<file path="config.mk">
export PLATFORM = sky130hd
export DESIGN_NAME = small_galois_field_alu
export DESIGN_NICKNAME = d
export VERILOG_FILES = /design/src/hdl/gsfa_pkg.sv /design/src/hdl/gsfa_reduce.sv /design/src/hdl/gsfa_core.sv /design/src/hdl/small_galois_field_alu.sv
export SDC_FILE = /design/constraint.sdc
export NUM_CORES = 1
export LEC_CHECK = 0
export BUFFER_PORTS_ARGS = -buffer_cell sky130_fd_sc_hd__buf_2
export CORE_MARGIN = 3
export CORE_UTILIZATION = 46
export DETAILED_ROUTE_END_ITERATION = 6
export HOLD_SLACK_MARGIN = 0.02
export MAX_ROUTING_LAYER = met4
export PLACE_DENSITY = 0.69
export SLEW_MARGIN = 20
export SYNTH_ARGS = -nofsm -noshare
export SYNTH_HDL_FRONTEND = slang
export SYNTH_SLANG_ARGS = --single-unit
</file>
<file path="constraint.sdc">
create_clock -name clock -period 10 [get_ports clock]
set_input_delay 2 -clock clock [delete_from_list [all_inputs] [get_ports clock]]
set_output_delay 2 -clock clock [all_outputs]
set_load 0.01 [all_outputs]
</file>
<file path="src/hdl/gsfa_pkg.sv">
`timescale 1ns / 1ps

package gsfa_pkg;

   // Operation kinds
   localparam logic [2:0] KIND_NEG = 3'd0;
   localparam logic [2:0] KIND_INV = 3'd1;
   localparam logic [2:0] KIND_POW = 3'd2;
   localparam logic [2:0] KIND_ADD = 3'd3;
   localparam logic [2:0] KIND_MUL = 3'd4;

   // Status codes
   localparam logic [2:0] ST_OK       = 3'd0;
   localparam logic [2:0] ST_RANGE    = 3'd1;
   localparam logic [2:0] ST_ZERO_INV = 3'd2;
   localparam logic [2:0] ST_ORDER    = 3'd3;
   localparam logic [2:0] ST_EXP      = 3'd4;

   // Supported field orders
   localparam logic [3:0] ORD_2 = 4'd2;
   localparam logic [3:0] ORD_3 = 4'd3;
   localparam logic [3:0] ORD_4 = 4'd4;
   localparam logic [3:0] ORD_5 = 4'd5;
   localparam logic [3:0] ORD_9 = 4'd9;

   // Register index of the field order
   localparam logic REG_FIELD_ORDER = 1'b0;
   localparam logic [3:0] FIELD_ORDER_RESET = 4'd2;

   // Item after the exponent has been reduced
   typedef struct packed {
      logic [2:0] kind;
      logic [3:0] first_operand;
      logic [3:0] second_operand;
      logic [1:0] exp_mod4;
      logic [3:0] exp_mod9;
   } reduced_type;

   // Result beat
   typedef struct packed {
      logic [2:0] status;
      logic [3:0] result;
   } answer_type;

   // Negation in GF(9), element a+3b
   function automatic logic [3:0] neg9(input logic [3:0] e);
      case (e)
         4'd0: neg9 = 4'd0;
         4'd1: neg9 = 4'd2;
         4'd2: neg9 = 4'd1;
         4'd3: neg9 = 4'd6;
         4'd4: neg9 = 4'd8;
         4'd5: neg9 = 4'd7;
         4'd6: neg9 = 4'd3;
         4'd7: neg9 = 4'd5;
         4'd8: neg9 = 4'd4;
         default: neg9 = 4'd0;
      endcase
   endfunction

   // Inverse in GF(9)
   function automatic logic [3:0] inv9(input logic [3:0] e);
      case (e)
         4'd0: inv9 = 4'd0;
         4'd1: inv9 = 4'd1;
         4'd2: inv9 = 4'd2;
         4'd3: inv9 = 4'd5;
         4'd4: inv9 = 4'd8;
         4'd5: inv9 = 4'd3;
         4'd6: inv9 = 4'd7;
         4'd7: inv9 = 4'd6;
         4'd8: inv9 = 4'd4;
         default: inv9 = 4'd0;
      endcase
   endfunction

   // Log to base X, indexed by element minus one
   function automatic logic [2:0] log9(input logic [2:0] i);
      case (i)
         3'd0: log9 = 3'd0;
         3'd1: log9 = 3'd4;
         3'd2: log9 = 3'd1;
         3'd3: log9 = 3'd2;
         3'd4: log9 = 3'd7;
         3'd5: log9 = 3'd5;
         3'd6: log9 = 3'd3;
         3'd7: log9 = 3'd6;
         default: log9 = 3'd0;
      endcase
   endfunction

   // Powers of the root X
   function automatic logic [3:0] exp9(input logic [2:0] k);
      case (k)
         3'd0: exp9 = 4'd1;
         3'd1: exp9 = 4'd3;
         3'd2: exp9 = 4'd4;
         3'd3: exp9 = 4'd7;
         3'd4: exp9 = 4'd2;
         3'd5: exp9 = 4'd6;
         3'd6: exp9 = 4'd8;
         3'd7: exp9 = 4'd5;
         default: exp9 = 4'd1;
      endcase
   endfunction

   // Low base-3 digit of an element
   function automatic logic [1:0] digit_lo(input logic [3:0] e);
      case (e)
         4'd0, 4'd3, 4'd6: digit_lo = 2'd0;
         4'd1, 4'd4, 4'd7: digit_lo = 2'd1;
         4'd2, 4'd5, 4'd8: digit_lo = 2'd2;
         default: digit_lo = 2'd0;
      endcase
   endfunction

   // High base-3 digit of an element
   function automatic logic [1:0] digit_hi(input logic [3:0] e);
      case (e)
         4'd0, 4'd1, 4'd2: digit_hi = 2'd0;
         4'd3, 4'd4, 4'd5: digit_hi = 2'd1;
         4'd6, 4'd7, 4'd8: digit_hi = 2'd2;
         default: digit_hi = 2'd0;
      endcase
   endfunction

endpackage

</file>
<file path="src/hdl/gsfa_reduce.sv">
`timescale 1ns / 1ps

// Two pipeline stages that reduce the 32-bit exponent mod 4 and mod 9.
// 64 is 1 mod 9, so 6-bit chunks are summed and then folded again.
module gsfa_reduce (
   input  logic                 clock,
   input  logic                 reset,
   input  logic                 in_valid,
   output logic                 in_ready,
   input  logic [2:0]           in_kind,
   input  logic [3:0]           in_first,
   input  logic [3:0]           in_second,
   input  logic [31:0]          in_exponent,
   output logic                 out_valid,
   input  logic                 out_ready,
   output gsfa_pkg::reduced_type out_item
);

   logic       s1_valid_ff;
   logic       s1_valid_in;
   logic [2:0] s1_kind_ff;
   logic [3:0] s1_first_ff;
   logic [3:0] s1_second_ff;
   logic [1:0] s1_mod4_ff;
   logic [8:0] s1_sum_ff;
   logic [8:0] s1_sum_in;
   logic       s1_ready;

   logic                  s2_valid_ff;
   logic                  s2_valid_in;
   gsfa_pkg::reduced_type s2_item_ff;
   gsfa_pkg::reduced_type s2_item_in;
   logic                  s2_ready;

   logic [6:0] fold;
   logic [6:0] f36;
   logic [6:0] f18;
   logic [6:0] f9;

   // Stage handshake: a stage takes a beat when empty or draining
   assign s2_ready = !s2_valid_ff || out_ready;
   assign s1_ready = !s1_valid_ff || s2_ready;
   assign in_ready = s1_ready;

   // Sum the 6-bit chunks of the exponent
   assign s1_sum_in = {3'd0, in_exponent[5:0]} + {3'd0, in_exponent[11:6]}
                    + {3'd0, in_exponent[17:12]} + {3'd0, in_exponent[23:18]}
                    + {3'd0, in_exponent[29:24]} + {7'd0, in_exponent[31:30]};
   assign s1_valid_in = s1_ready ? in_valid : s1_valid_ff;

   always_ff @(posedge clock) begin
      if (reset) begin
         s1_valid_ff <= 1'b0;
      end else begin
         s1_valid_ff <= s1_valid_in;
      end
   end

   always_ff @(posedge clock) begin
      if (s1_ready && in_valid) begin
         s1_kind_ff   <= in_kind;
         s1_first_ff  <= in_first;
         s1_second_ff <= in_second;
         s1_mod4_ff   <= in_exponent[1:0];
         s1_sum_ff    <= s1_sum_in;
      end
   end

   // Fold the sum below 72, then subtract 36, 18 and 9 as needed
   always_comb begin
      fold = {1'b0, s1_sum_ff[5:0]} + {4'd0, s1_sum_ff[8:6]};
      f36  = (fold >= 7'd36) ? fold - 7'd36 : fold;
      f18  = (f36 >= 7'd18) ? f36 - 7'd18 : f36;
      f9   = (f18 >= 7'd9) ? f18 - 7'd9 : f18;
      s2_item_in.kind           = s1_kind_ff;
      s2_item_in.first_operand  = s1_first_ff;
      s2_item_in.second_operand = s1_second_ff;
      s2_item_in.exp_mod4       = s1_mod4_ff;
      s2_item_in.exp_mod9       = f9[3:0];
   end

   assign s2_valid_in = s2_ready ? s1_valid_ff : s2_valid_ff;

   always_ff @(posedge clock) begin
      if (reset) begin
         s2_valid_ff <= 1'b0;
      end else begin
         s2_valid_ff <= s2_valid_in;
      end
   end

   always_ff @(posedge clock) begin
      if (s2_ready && s1_valid_ff) begin
         s2_item_ff <= s2_item_in;
      end
   end

   assign out_valid = s2_valid_ff;
   assign out_item  = s2_item_ff;

endmodule

</file>
<file path="src/hdl/gsfa_core.sv">
`timescale 1ns / 1ps

// Final stage: checks operands and evaluates the operation in the field,
// registering the result beat.
module gsfa_core (
   input  logic                  clock,
   input  logic                  reset,
   input  logic [3:0]            field_order,
   input  logic                  in_valid,
   output logic                  in_ready,
   input  gsfa_pkg::reduced_type in_item,
   output logic                  out_valid,
   input  logic                  out_ready,
   output gsfa_pkg::answer_type  out_answer
);

   logic                 valid_ff;
   logic                 valid_in;
   gsfa_pkg::answer_type answer_ff;
   gsfa_pkg::answer_type answer_in;

   logic [3:0] q;
   logic [2:0] kind;
   logic [3:0] x;
   logic [3:0] y;
   logic       order_ok;
   logic [3:0] r_neg;
   logic [3:0] r_inv;
   logic [3:0] r_pow;
   logic [3:0] r_add;
   logic [3:0] r_mul;
   logic [4:0] sum;
   logic [4:0] prod;
   logic [4:0] prod10;
   logic [1:0] lo;
   logic [1:0] hi;
   logic [2:0] lo_sum;
   logic [2:0] hi_sum;
   logic [6:0] pow_log;
   logic [2:0] mul_log;
   logic [7:0] prod_full;

   assign q    = field_order;
   assign kind = in_item.kind;
   assign x    = in_item.first_operand;
   assign y    = in_item.second_operand;

   assign order_ok = q inside {gsfa_pkg::ORD_2, gsfa_pkg::ORD_3, gsfa_pkg::ORD_4,
                               gsfa_pkg::ORD_5, gsfa_pkg::ORD_9};

   // Negate
   always_comb begin
      if (q == gsfa_pkg::ORD_2 || q == gsfa_pkg::ORD_4) begin
         r_neg = x;
      end else if (q == gsfa_pkg::ORD_9) begin
         r_neg = gsfa_pkg::neg9(x);
      end else begin
         r_neg = (x == 4'd0) ? 4'd0 : q - x;
      end
   end

   // Invert
   always_comb begin
      if (q == gsfa_pkg::ORD_4 || q == gsfa_pkg::ORD_5) begin
         r_inv = (x == 4'd2) ? 4'd3 : (x == 4'd3) ? 4'd2 : x;
      end else if (q == gsfa_pkg::ORD_9) begin
         r_inv = gsfa_pkg::inv9(x);
      end else begin
         r_inv = x;
      end
   end

   // Power: order 4 swaps 2 and 3 for an even non-multiple-of-4 exponent
   always_comb begin
      pow_log = {4'd0, gsfa_pkg::log9(3'(x - 4'd1))} * {3'd0, in_item.exp_mod9};
      if (q == gsfa_pkg::ORD_4) begin
         if (in_item.exp_mod4 == 2'd0 || x <= 4'd1) begin
            r_pow = x;
         end else begin
            r_pow = (x == 4'd2) ? 4'd3 : 4'd2;
         end
      end else if (q == gsfa_pkg::ORD_9 && x >= 4'd3) begin
         r_pow = gsfa_pkg::exp9(pow_log[2:0]);
      end else begin
         r_pow = x;
      end
   end

   // Add: XOR, base-3 digits, or one compare and subtract
   always_comb begin
      sum    = {1'b0, x} + {1'b0, y};
      lo_sum = {1'b0, gsfa_pkg::digit_lo(x)} + {1'b0, gsfa_pkg::digit_lo(y)};
      hi_sum = {1'b0, gsfa_pkg::digit_hi(x)} + {1'b0, gsfa_pkg::digit_hi(y)};
      lo     = (lo_sum >= 3'd3) ? 2'(lo_sum - 3'd3) : lo_sum[1:0];
      hi     = (hi_sum >= 3'd3) ? 2'(hi_sum - 3'd3) : hi_sum[1:0];
      if (q == gsfa_pkg::ORD_2 || q == gsfa_pkg::ORD_4) begin
         r_add = x ^ y;
      end else if (q == gsfa_pkg::ORD_9) begin
         r_add = {2'd0, lo} + {1'b0, hi, 1'b0} + {2'd0, hi};
      end else begin
         r_add = (sum >= {1'b0, q}) ? 4'(sum - {1'b0, q}) : sum[3:0];
      end
   end

   // Multiply
   always_comb begin
      prod_full = x * y;
      prod      = prod_full[4:0];
      prod10    = (prod >= 5'd10) ? prod - 5'd10 : prod;
      mul_log   = gsfa_pkg::log9(3'(x - 4'd1)) + gsfa_pkg::log9(3'(y - 4'd1));
      if (x == 4'd0 || y == 4'd0) begin
         r_mul = 4'd0;
      end else if (x == 4'd1) begin
         r_mul = y;
      end else if (y == 4'd1) begin
         r_mul = x;
      end else if (q == gsfa_pkg::ORD_4) begin
         r_mul = (x != y) ? 4'd1 : 4'd5 - x;
      end else if (q == gsfa_pkg::ORD_9) begin
         r_mul = gsfa_pkg::exp9(mul_log);
      end else if (q == gsfa_pkg::ORD_5) begin
         r_mul = (prod10 >= 5'd5) ? 4'(prod10 - 5'd5) : prod10[3:0];
      end else begin
         r_mul = (prod >= 5'd3) ? 4'(prod - 5'd3) : prod[3:0];
      end
   end

   // Checks in priority order, then select the operation
   always_comb begin
      answer_in.status = gsfa_pkg::ST_OK;
      answer_in.result = 4'd0;
      if (!order_ok) begin
         answer_in.status = gsfa_pkg::ST_ORDER;
      end else if (!(kind inside {gsfa_pkg::KIND_NEG, gsfa_pkg::KIND_INV, gsfa_pkg::KIND_POW,
                                  gsfa_pkg::KIND_ADD, gsfa_pkg::KIND_MUL}) || x >= q) begin
         answer_in.status = gsfa_pkg::ST_RANGE;
      end else if ((kind == gsfa_pkg::KIND_ADD || kind == gsfa_pkg::KIND_MUL) && y >= q) begin
         answer_in.status = gsfa_pkg::ST_RANGE;
      end else begin
         case (kind)
            gsfa_pkg::KIND_NEG: begin
               answer_in.result = r_neg;
            end
            gsfa_pkg::KIND_INV: begin
               if (x == 4'd0) begin
                  answer_in.status = gsfa_pkg::ST_ZERO_INV;
               end else begin
                  answer_in.result = r_inv;
               end
            end
            gsfa_pkg::KIND_POW: begin
               if (q == gsfa_pkg::ORD_4 && in_item.exp_mod4[0]) begin
                  answer_in.status = gsfa_pkg::ST_EXP;
               end else begin
                  answer_in.result = r_pow;
               end
            end
            gsfa_pkg::KIND_ADD: begin
               answer_in.result = r_add;
            end
            default: begin
               answer_in.result = r_mul;
            end
         endcase
      end
   end

   // Output register: load when empty or when the beat is taken
   assign in_ready = !valid_ff || out_ready;
   assign valid_in = in_ready ? in_valid : valid_ff;

   always_ff @(posedge clock) begin
      if (reset) begin
         valid_ff <= 1'b0;
      end else begin
         valid_ff <= valid_in;
      end
   end

   always_ff @(posedge clock) begin
      if (in_ready && in_valid) begin
         answer_ff <= answer_in;
      end
   end

   assign out_valid  = valid_ff;
   assign out_answer = answer_ff;

endmodule

</file>
<file path="src/hdl/small_galois_field_alu.sv">
`timescale 1ns / 1ps

// Arithmetic unit for GF(2), GF(3), GF(4), GF(5) and GF(9), the order set by the
// field_order register at address 0 (reset 2). Each request beat carries an
// operation (negate, invert, power, add, multiply), two operands and a 32-bit
// exponent, and yields one response beat with the result and a status code; any
// nonzero status forces the result to 0. The block is a three-stage pipeline:
// the first two stages reduce the exponent mod 4 and mod 9, the third evaluates
// the operation into the output register. It accepts one beat per cycle while
// responses are taken, and a request passes through the two reduction stages and
// then the output register; a stalled response backs the pipeline up without
// losing beats. Write field_order only while no beats are in flight.
module small_galois_field_alu (
   input  logic        clock,
   input  logic        reset,
   // kind[2:0], first_operand[6:3], second_operand[10:7], exponent[42:11], zero pad
   input  logic [47:0] req_tdata,
   input  logic        req_tvalid,
   output logic        req_tready,
   // result[3:0], status[6:4], zero pad
   output logic [7:0]  rsp_tdata,
   output logic        rsp_tvalid,
   input  logic        rsp_tready,
   input  logic        csr_psel,
   input  logic        csr_penable,
   input  logic        csr_pwrite,
   input  logic [2:0]  csr_paddr,
   input  logic [31:0] csr_pwdata,
   output logic [31:0] csr_prdata,
   output logic        csr_pready
);

   logic [3:0] field_order_ff;
   logic [3:0] field_order_in;
   logic       csr_write;

   logic                  mid_valid;
   logic                  mid_ready;
   gsfa_pkg::reduced_type mid_item;
   gsfa_pkg::answer_type  answer;

   // Configuration register
   assign csr_pready = 1'b1;
   assign csr_write  = csr_psel && csr_penable && csr_pwrite
                    && (csr_paddr[2] == gsfa_pkg::REG_FIELD_ORDER);
   assign field_order_in = csr_write ? csr_pwdata[3:0] : field_order_ff;

   always_ff @(posedge clock) begin
      if (reset) begin
         field_order_ff <= gsfa_pkg::FIELD_ORDER_RESET;
      end else begin
         field_order_ff <= field_order_in;
      end
   end

   assign csr_prdata = (csr_paddr[2] == gsfa_pkg::REG_FIELD_ORDER)
                     ? {28'd0, field_order_ff} : 32'd0;

   // Exponent reduction stages
   gsfa_reduce u_reduce (
      .clock       (clock),
      .reset       (reset),
      .in_valid    (req_tvalid),
      .in_ready    (req_tready),
      .in_kind     (req_tdata[2:0]),
      .in_first    (req_tdata[6:3]),
      .in_second   (req_tdata[10:7]),
      .in_exponent (req_tdata[42:11]),
      .out_valid   (mid_valid),
      .out_ready   (mid_ready),
      .out_item    (mid_item)
   );

   // Field operation and output register
   gsfa_core u_core (
      .clock       (clock),
      .reset       (reset),
      .field_order (field_order_ff),
      .in_valid    (mid_valid),
      .in_ready    (mid_ready),
      .in_item     (mid_item),
      .out_valid   (rsp_tvalid),
      .out_ready   (rsp_tready),
      .out_answer  (answer)
   );

   assign rsp_tdata = {1'b0, answer.status, answer.result};

endmodule

</file>
==> metrics.cfg, run 1 <==
[run_status]
status = finished clean

[setup_path]
critPathCaptureType = flip-flop
critPathTopFamily = adder cells
max_stage_delay_ns = 0.50
worstPathMaxFanout = 2
cpMostUsedCell = fa_1
critPathSlowestCell = fa_1
critical_path.cell_chain = buf_2 > ha_1 > fa_1 > inv_1 > fa_1 > inv_1 > fa_1 > fa_1 > a21oi_1 > nor2_1 > nor2_1 > o21bai_1 > a21oi_1 > nor2b_1 > o21a_1
path_class = in2reg
cp.required_ns = 10.08
crit_path_start_kind = input port
critPathBufInv = 3
arrival_ns = 5.31

[sta]
worst_slew_pin_slew_ns = 0.720
fin_skew_ns = 0.00537
setup_viol = 0
period_minus_slack_ns = 5.22
final.setup.tns_ns = 0
finalHoldViolCount = 0
hold_ws_ns = 0.417
drv_slew = 0
relSlewSlack = 0.520
max_freq_mhz = 191
fin_crit_sh = 0.522
rsz0062_at_grt = no

[final_layout]
fill_cells = 1343
diodes = 0
stdcell_count = 988
drive_above_1_share = 0.128
register_area_sq_um = 1750
fin_nets = 992
multi_input_area_sq_um = 4280
area_delta_synth_final_pct = 10.8

[floorplanning]
initial_utilization = 0.481
dieArea_sq_um = 15600
die_h_um = 125
fp-row-count = 42
core_sq_um = 13600
ios = 133
die_x_um = 125

[pwr]
max-vdd-ir-drop_mv = 0.207
power_density_nw_per_um2 = 243
leakage_nw = 3.28

[grt]
grt_pass1_wl_um = 24400
grt_max_degree = 30
grt_pass1_vias = 5109
antenna_found_initial = 0
grt-ovfl-total = 0
gr-usage-all-layers = 0.193

[route]
drc = 0
vias = 5286
drt_iter0_markers = 338
dr.pass1.iters = 5
viasPerCell = 5.35
ant_nets = 0
wire_per_inst_um = 14.7
drt_wl_total_um = 14500

[yosys]
yosys_warnings = 0
netlist_area_sq_um = 6520
synth_most_common_cell = inv_1
synth_cells = 741
synth_flop_cell = edfxtp_1
ys_ff_latch = 65
async_flop_share = 0
yosys-top-cells-area = edfxtp_1 (21%), ha_1 (13%), fa_1 (8.3%), dfxtp_1 (6.1%), a21oi_1 (5.1%)
synth_top_area_cell = edfxtp_1
synthTopCellsByCount = inv_1 (82), ha_1 (68), a21oi_1 (66), nand2_1 (64), nor2_1 (56)
syn_area_per_cell_sq_um = 8.80
synth_cell_type_count = 77
netlist.area_leader.share = 0.207
yosysSeqAreaShare = 0.269
synth_edf_count = 45

[clocking]
clockBufferDepth = 2
clock-sinks = 65
clkLatencyLatePin_ns = 0.33
cts_setup_buffers = 0
post_cts_resized = 0
path_clk_slew_ns = 0.05
numCtsBuffers = 9
ctsHtreeMaxLevel = 3
cts_hold_buf = 0
root_buffer = clkbuf_16
cts_tree = built

[placed_design]
dp.cells = 972
globalplace.congestion = 0.975
portBuffers = 67
dpl.hpwl_um = 11600

[min_path]
min_path_type = reg2reg

[flow_run]
cap_violations = 0

[logic make-up (layout without fill, tap and decap cells)]
group / count (synthesis) / in the layout / share of synthesized area
compound gates: 190 / 190 / 0.187
xor+xnor: 40 / 40 / 0.0538
fa+ha+maj: 95 / 95 / 0.213
buf+inv: 127 / 170 / 0.0914
flops: 65 / 65 / 0.269
mux: 20 / 20 / 0.0309
other cells: 2 / 30 / 0.00115
simple gates: 202 / 202 / 0.153
[final timing paths]
kind / start / depth (start not counted) / endpoint / slack, ns
max: req_tdata[11] / 15 / u_reduce.s1_sum_ff[8] / 4.78
min: u_reduce.s1_kind_ff[0] / 0 / u_reduce.out_item[14] / 0.42
max reg2reg: u_reduce.out_item[10] / 15 / u_core.out_answer[2] / 5.18
min reg2reg: u_reduce.s1_kind_ff[0] / 0 / u_reduce.out_item[14] / 0.42
[metal layers]
layer / vias up / share of wire / global-route usage
met1: 2446 / 0.45 / 0.257
met4: 0 / 0.014 / 0.0517
met5: - / 0 / -
met3: 15 / 0.055 / 0.0311
met2: 151 / 0.48 / 0.309
li1: 2674 / - / -
[worst reg2reg max path, delay by kind of cell, from the launching register on]
kind                       cells  cell delay, ns
AOI/OAI and AO/OA              6            1.02
and+or+nand+nor                2            0.52
buffers and inverters          1            0.06
xor gates and xnor gates       3            0.82
adders and majority gates      3            1.50
DFF                            1            0.73
[metrics by stage]
| stage | util | instance area (sq um) | power [mW] | setup slack, ns |
|---|---|---|---|---|
| floorplan | - | 6620 | 1.27 | 4.75 |
| global placement | 0.511 | 6920 | 1.43 | 4.43 |
| detailed placement | 0.511 | 6920 | 1.44 | 4.44 |
| CTS | 0.533 | 7220 | 1.76 | 4.76 |
| global route | 0.533 | 7220 | 1.93 | 4.51 |
| finish | 0.533 | 7220 | 1.76 | 4.78 |
[cells in the final DEF (no fill, tap or decap), types with 4 or more instances in the layout]
| cell | instances |
|---|---|
| ha_1 | 68 |
| o21ai_1 | 6 |
| inv_1 | 82 |
| nor2b_1 | 11 |
| clkbuf_16 | 9 |
| fa_1 | 27 |
| o221ai_1 | 4 |
| and3_1 | 6 |
| mux2i_1 | 19 |
| nand2_1 | 64 |
| a31oi_1 | 7 |
| nor3_1 | 9 |
| o211ai_1 | 10 |
| conb_1 | 30 |
| a211o_1 | 4 |
| o21bai_1 | 5 |
| edfxtp_1 | 45 |
| or3_1 | 4 |
| a21oi_1 | 66 |
| dfxtp_1 | 20 |
| and2_1 | 5 |
| nand3_1 | 15 |
| o21ai_0 | 35 |
| a211oi_1 | 5 |
| nor2_1 | 56 |
| xor2_1 | 10 |
| buf_2 | 67 |
| xnor2_1 | 30 |
| a21o_1 | 9 |
| nand2b_1 | 8 |
[area by class of cell]
cell class,count,share of cell area
multi-input combinational,577,0.593
timing repair buffer,69,0.0485
clock inverter,4,0.00728
clock buffer,12,0.0341
inverter,85,0.0442
tap,176,0.0305
sequential,65,0.243
[report_power, final]
part | internal, mW | switching [mW]
clock network | 0.200 | 0.112
logic | 0.459 | 0.583
registers | 0.363 | 0.0379
(Power assumes the default switching activity.)
==> run 2: changes to the inputs <==
==> constraint.sdc (replaced) <==
create_clock -name clock -period 5.1 [get_ports clock]
set_input_delay 1.02 -clock clock [delete_from_list [all_inputs] [get_ports clock]]
set_output_delay 1.02 -clock clock [all_outputs]
set_load 0.01 [all_outputs]
==> run 2 against run 1 <==
Compared with the run above: sequential cell count unchanged; highest routed layer unchanged; setup slack lost 4.3 ns; largest power group unchanged; critical path depth rose by 4; sequential power rose by 94%.
==> metrics.cfg, run 2 (synthesis results as in run 1) <==
[run_status]
status = finished clean

[clocking]
clockBufferDepth = 2  ; unchanged
root_buffer = clkbuf_16
cts_tree = built
clkLatencyLatePin_ns = 0.33  ; about the same
cts_setup_buffers = 0  ; unchanged
cts_hold_buf = 0  ; unchanged
numCtsBuffers = 9  ; unchanged
ctsHtreeMaxLevel = 3  ; unchanged
path_clk_slew_ns = 0.05  ; about the same
post_cts_resized = 0  ; unchanged
clock-sinks = 65  ; unchanged

[sta]
setup_viol = 0  ; unchanged
period_minus_slack_ns = 4.59
final.setup.tns_ns = 0  ; unchanged
worst_slew_pin_slew_ns = 0.736  ; +0.0165 ns
rsz0062_at_grt = no
hold_ws_ns = 0.418  ; +0.000509 ns
fin_crit_sh = 0.900
finalHoldViolCount = 0  ; unchanged
fin_skew_ns = 0.00902  ; +0.00365 ns
drv_slew = 0  ; unchanged
max_freq_mhz = 218
relSlewSlack = 0.509  ; -0.0110

[floorplanning]
fp-row-count = 42  ; unchanged
ios = 133  ; unchanged
die_h_um = 125  ; unchanged
core_sq_um = 13600  ; unchanged
dieArea_sq_um = 15600  ; unchanged
initial_utilization = 0.481  ; unchanged
die_x_um = 125  ; unchanged

[setup_path]
critPathCaptureType = flip-flop
r2r-start = u_reduce.s1_sum_ff[0]
cp.required_ns = 5.17  ; -4.91 ns
r2r_slack_ns = 0.51  ; -4.67 ns
path_class = reg2reg
r2r_cells = 19  ; +4
crit_path_start_kind = flip-flop
arrival_ns = 4.66  ; -0.65 ns
worstPathMaxFanout = 10  ; +8
r2r-end = u_reduce.out_item[1]

[route]
ant_nets = 0  ; unchanged
wire_per_inst_um = 14.6  ; -0.52%
drc = 0  ; unchanged
drt_iter0_markers = 340  ; +0.59%
viasPerCell = 5.36  ; +0.23%
vias = 5352  ; +1.2%
drt_wl_total_um = 14500  ; +0.48%
dr.pass1.iters = 5  ; unchanged

[final_layout]
area_delta_synth_final_pct = 11.5
layout_commonest_cell = inv_1
final_cell_area_sq_um = 7270  ; +0.66%
fill_cells = 1264  ; -5.9%
multi_input_area_sq_um = 4290  ; +0.18%
drive_above_1_share = 0.140  ; +0.0118
fin_nets = 1002  ; +1.0%
final_cell_mix = inv_1 (82), ha_1 (68), buf_2 (67)
register_area_sq_um = 1750  ; unchanged
diodes = 0  ; unchanged

[grt]
grt_max_degree = 23  ; -23%
gr-usage-all-layers = 0.194  ; +0.00124
grt_pass1_wl_um = 24600  ; +0.77%
grt_pass1_vias = 5182  ; +1.4%
antenna_found_initial = 0  ; unchanged
grt-ovfl-total = 0  ; unchanged

[min_path]
hold_depth = 0  ; unchanged
min_from = u_reduce.s1_kind_ff[1]
min_path_type = reg2reg
whs_endpoint = u_reduce.out_item[15]

[flow_run]
cap_violations = 0  ; unchanged

[pwr]
max-vdd-ir-drop_mv = 0.334  ; +61%
leakage_nw = 3.31  ; +1.1%
power_density_nw_per_um2 = 470  ; +93%
total_power_mw = 3.41  ; +94%

[placed_design]
dpl.hpwl_um = 11900  ; +2.5%
portBuffers = 67  ; unchanged
globalplace.congestion = 0.966  ; -0.84%
dpl-instance-area_sq_um = 7000  ; +1.1%

==> run 2: critical path, stage by stage (launching register included) <==
cell and delay (ns):
edfxtp_1 0.34, ha_1 0.21, inv_1 0.07, fa_1 0.37, and2b_1 0.29, nand2_1 0.13, o2111ai_1 0.17, nand4_4 0.24
xnor2_2 0.29, ha_1 0.26, o21ai_0 0.10, a21oi_1 0.23, a21bo_1 0.27, a21oi_4 0.20, xnor2_1 0.13, ha_1 0.23
nor4b_1 0.33, mux2i_1 0.16, a21oi_2 0.20, mux2i_1 0.10
==> run 2: final cells by class <==
cell class | count | area share
well taps | 176 | 0.0303
flip-flops and latches | 65 | 0.241
repair buffers | 79 | 0.0585
clock buffers | 10 | 0.0315
clock inverters | 6 | 0.00482
inverters | 85 | 0.0439
multi-input cells | 577 | 0.590
==> run 2: where the power goes <==
group          internal [mW]  total [mW]  switching [mW]
Combinational          0.925        2.10            1.17
Sequential             0.712       0.777          0.0652
Clock                  0.324       0.539           0.215
Total                   1.96        3.41            1.45
==> run 2: worst max path at each step <==
stage / depth (start not counted) / endpoint / slack [ns] / from
3_5_place_dp: 19 / u_reduce.out_item[1] / 0.49 / u_reduce.s1_sum_ff[6]
5_1_grt: 19 / u_reduce.out_item[1] / 0.10 / u_reduce.s1_sum_ff[0]
3_3_place_gp: 15 / u_reduce.s1_sum_ff[8] / 0.53 / req_tdata[11]
2_1_floorplan: 16 / u_core.out_answer[2] / 0.70 / u_reduce.out_item[10]
4_1_cts: 19 / u_reduce.out_item[1] / 0.45 / u_reduce.s1_sum_ff[6]
6_report: 19 / u_reduce.out_item[1] / 0.51 / u_reduce.s1_sum_ff[0]
==> run 2: through the flow <==
stage	cells	utilization	worst slack [ns]
finish	998	0.536	0.508
global route	998	0.536	0.104
CTS	998	0.536	0.452
detailed placement	982	0.516	0.488
global placement	982	0.516	0.535
floorplan	769	-	0.698
==> run 2: per-layer routing <==
layer | routed length [um] | vias up | track usage
met5 | 0 | - | -
met4 | 232 | 0 | 0.0587
met3 | 774 | 19 | 0.0345
met2 | 6950 | 158 | 0.310
met1 | 6580 | 2476 | 0.255
li1 | - | 2699 | -
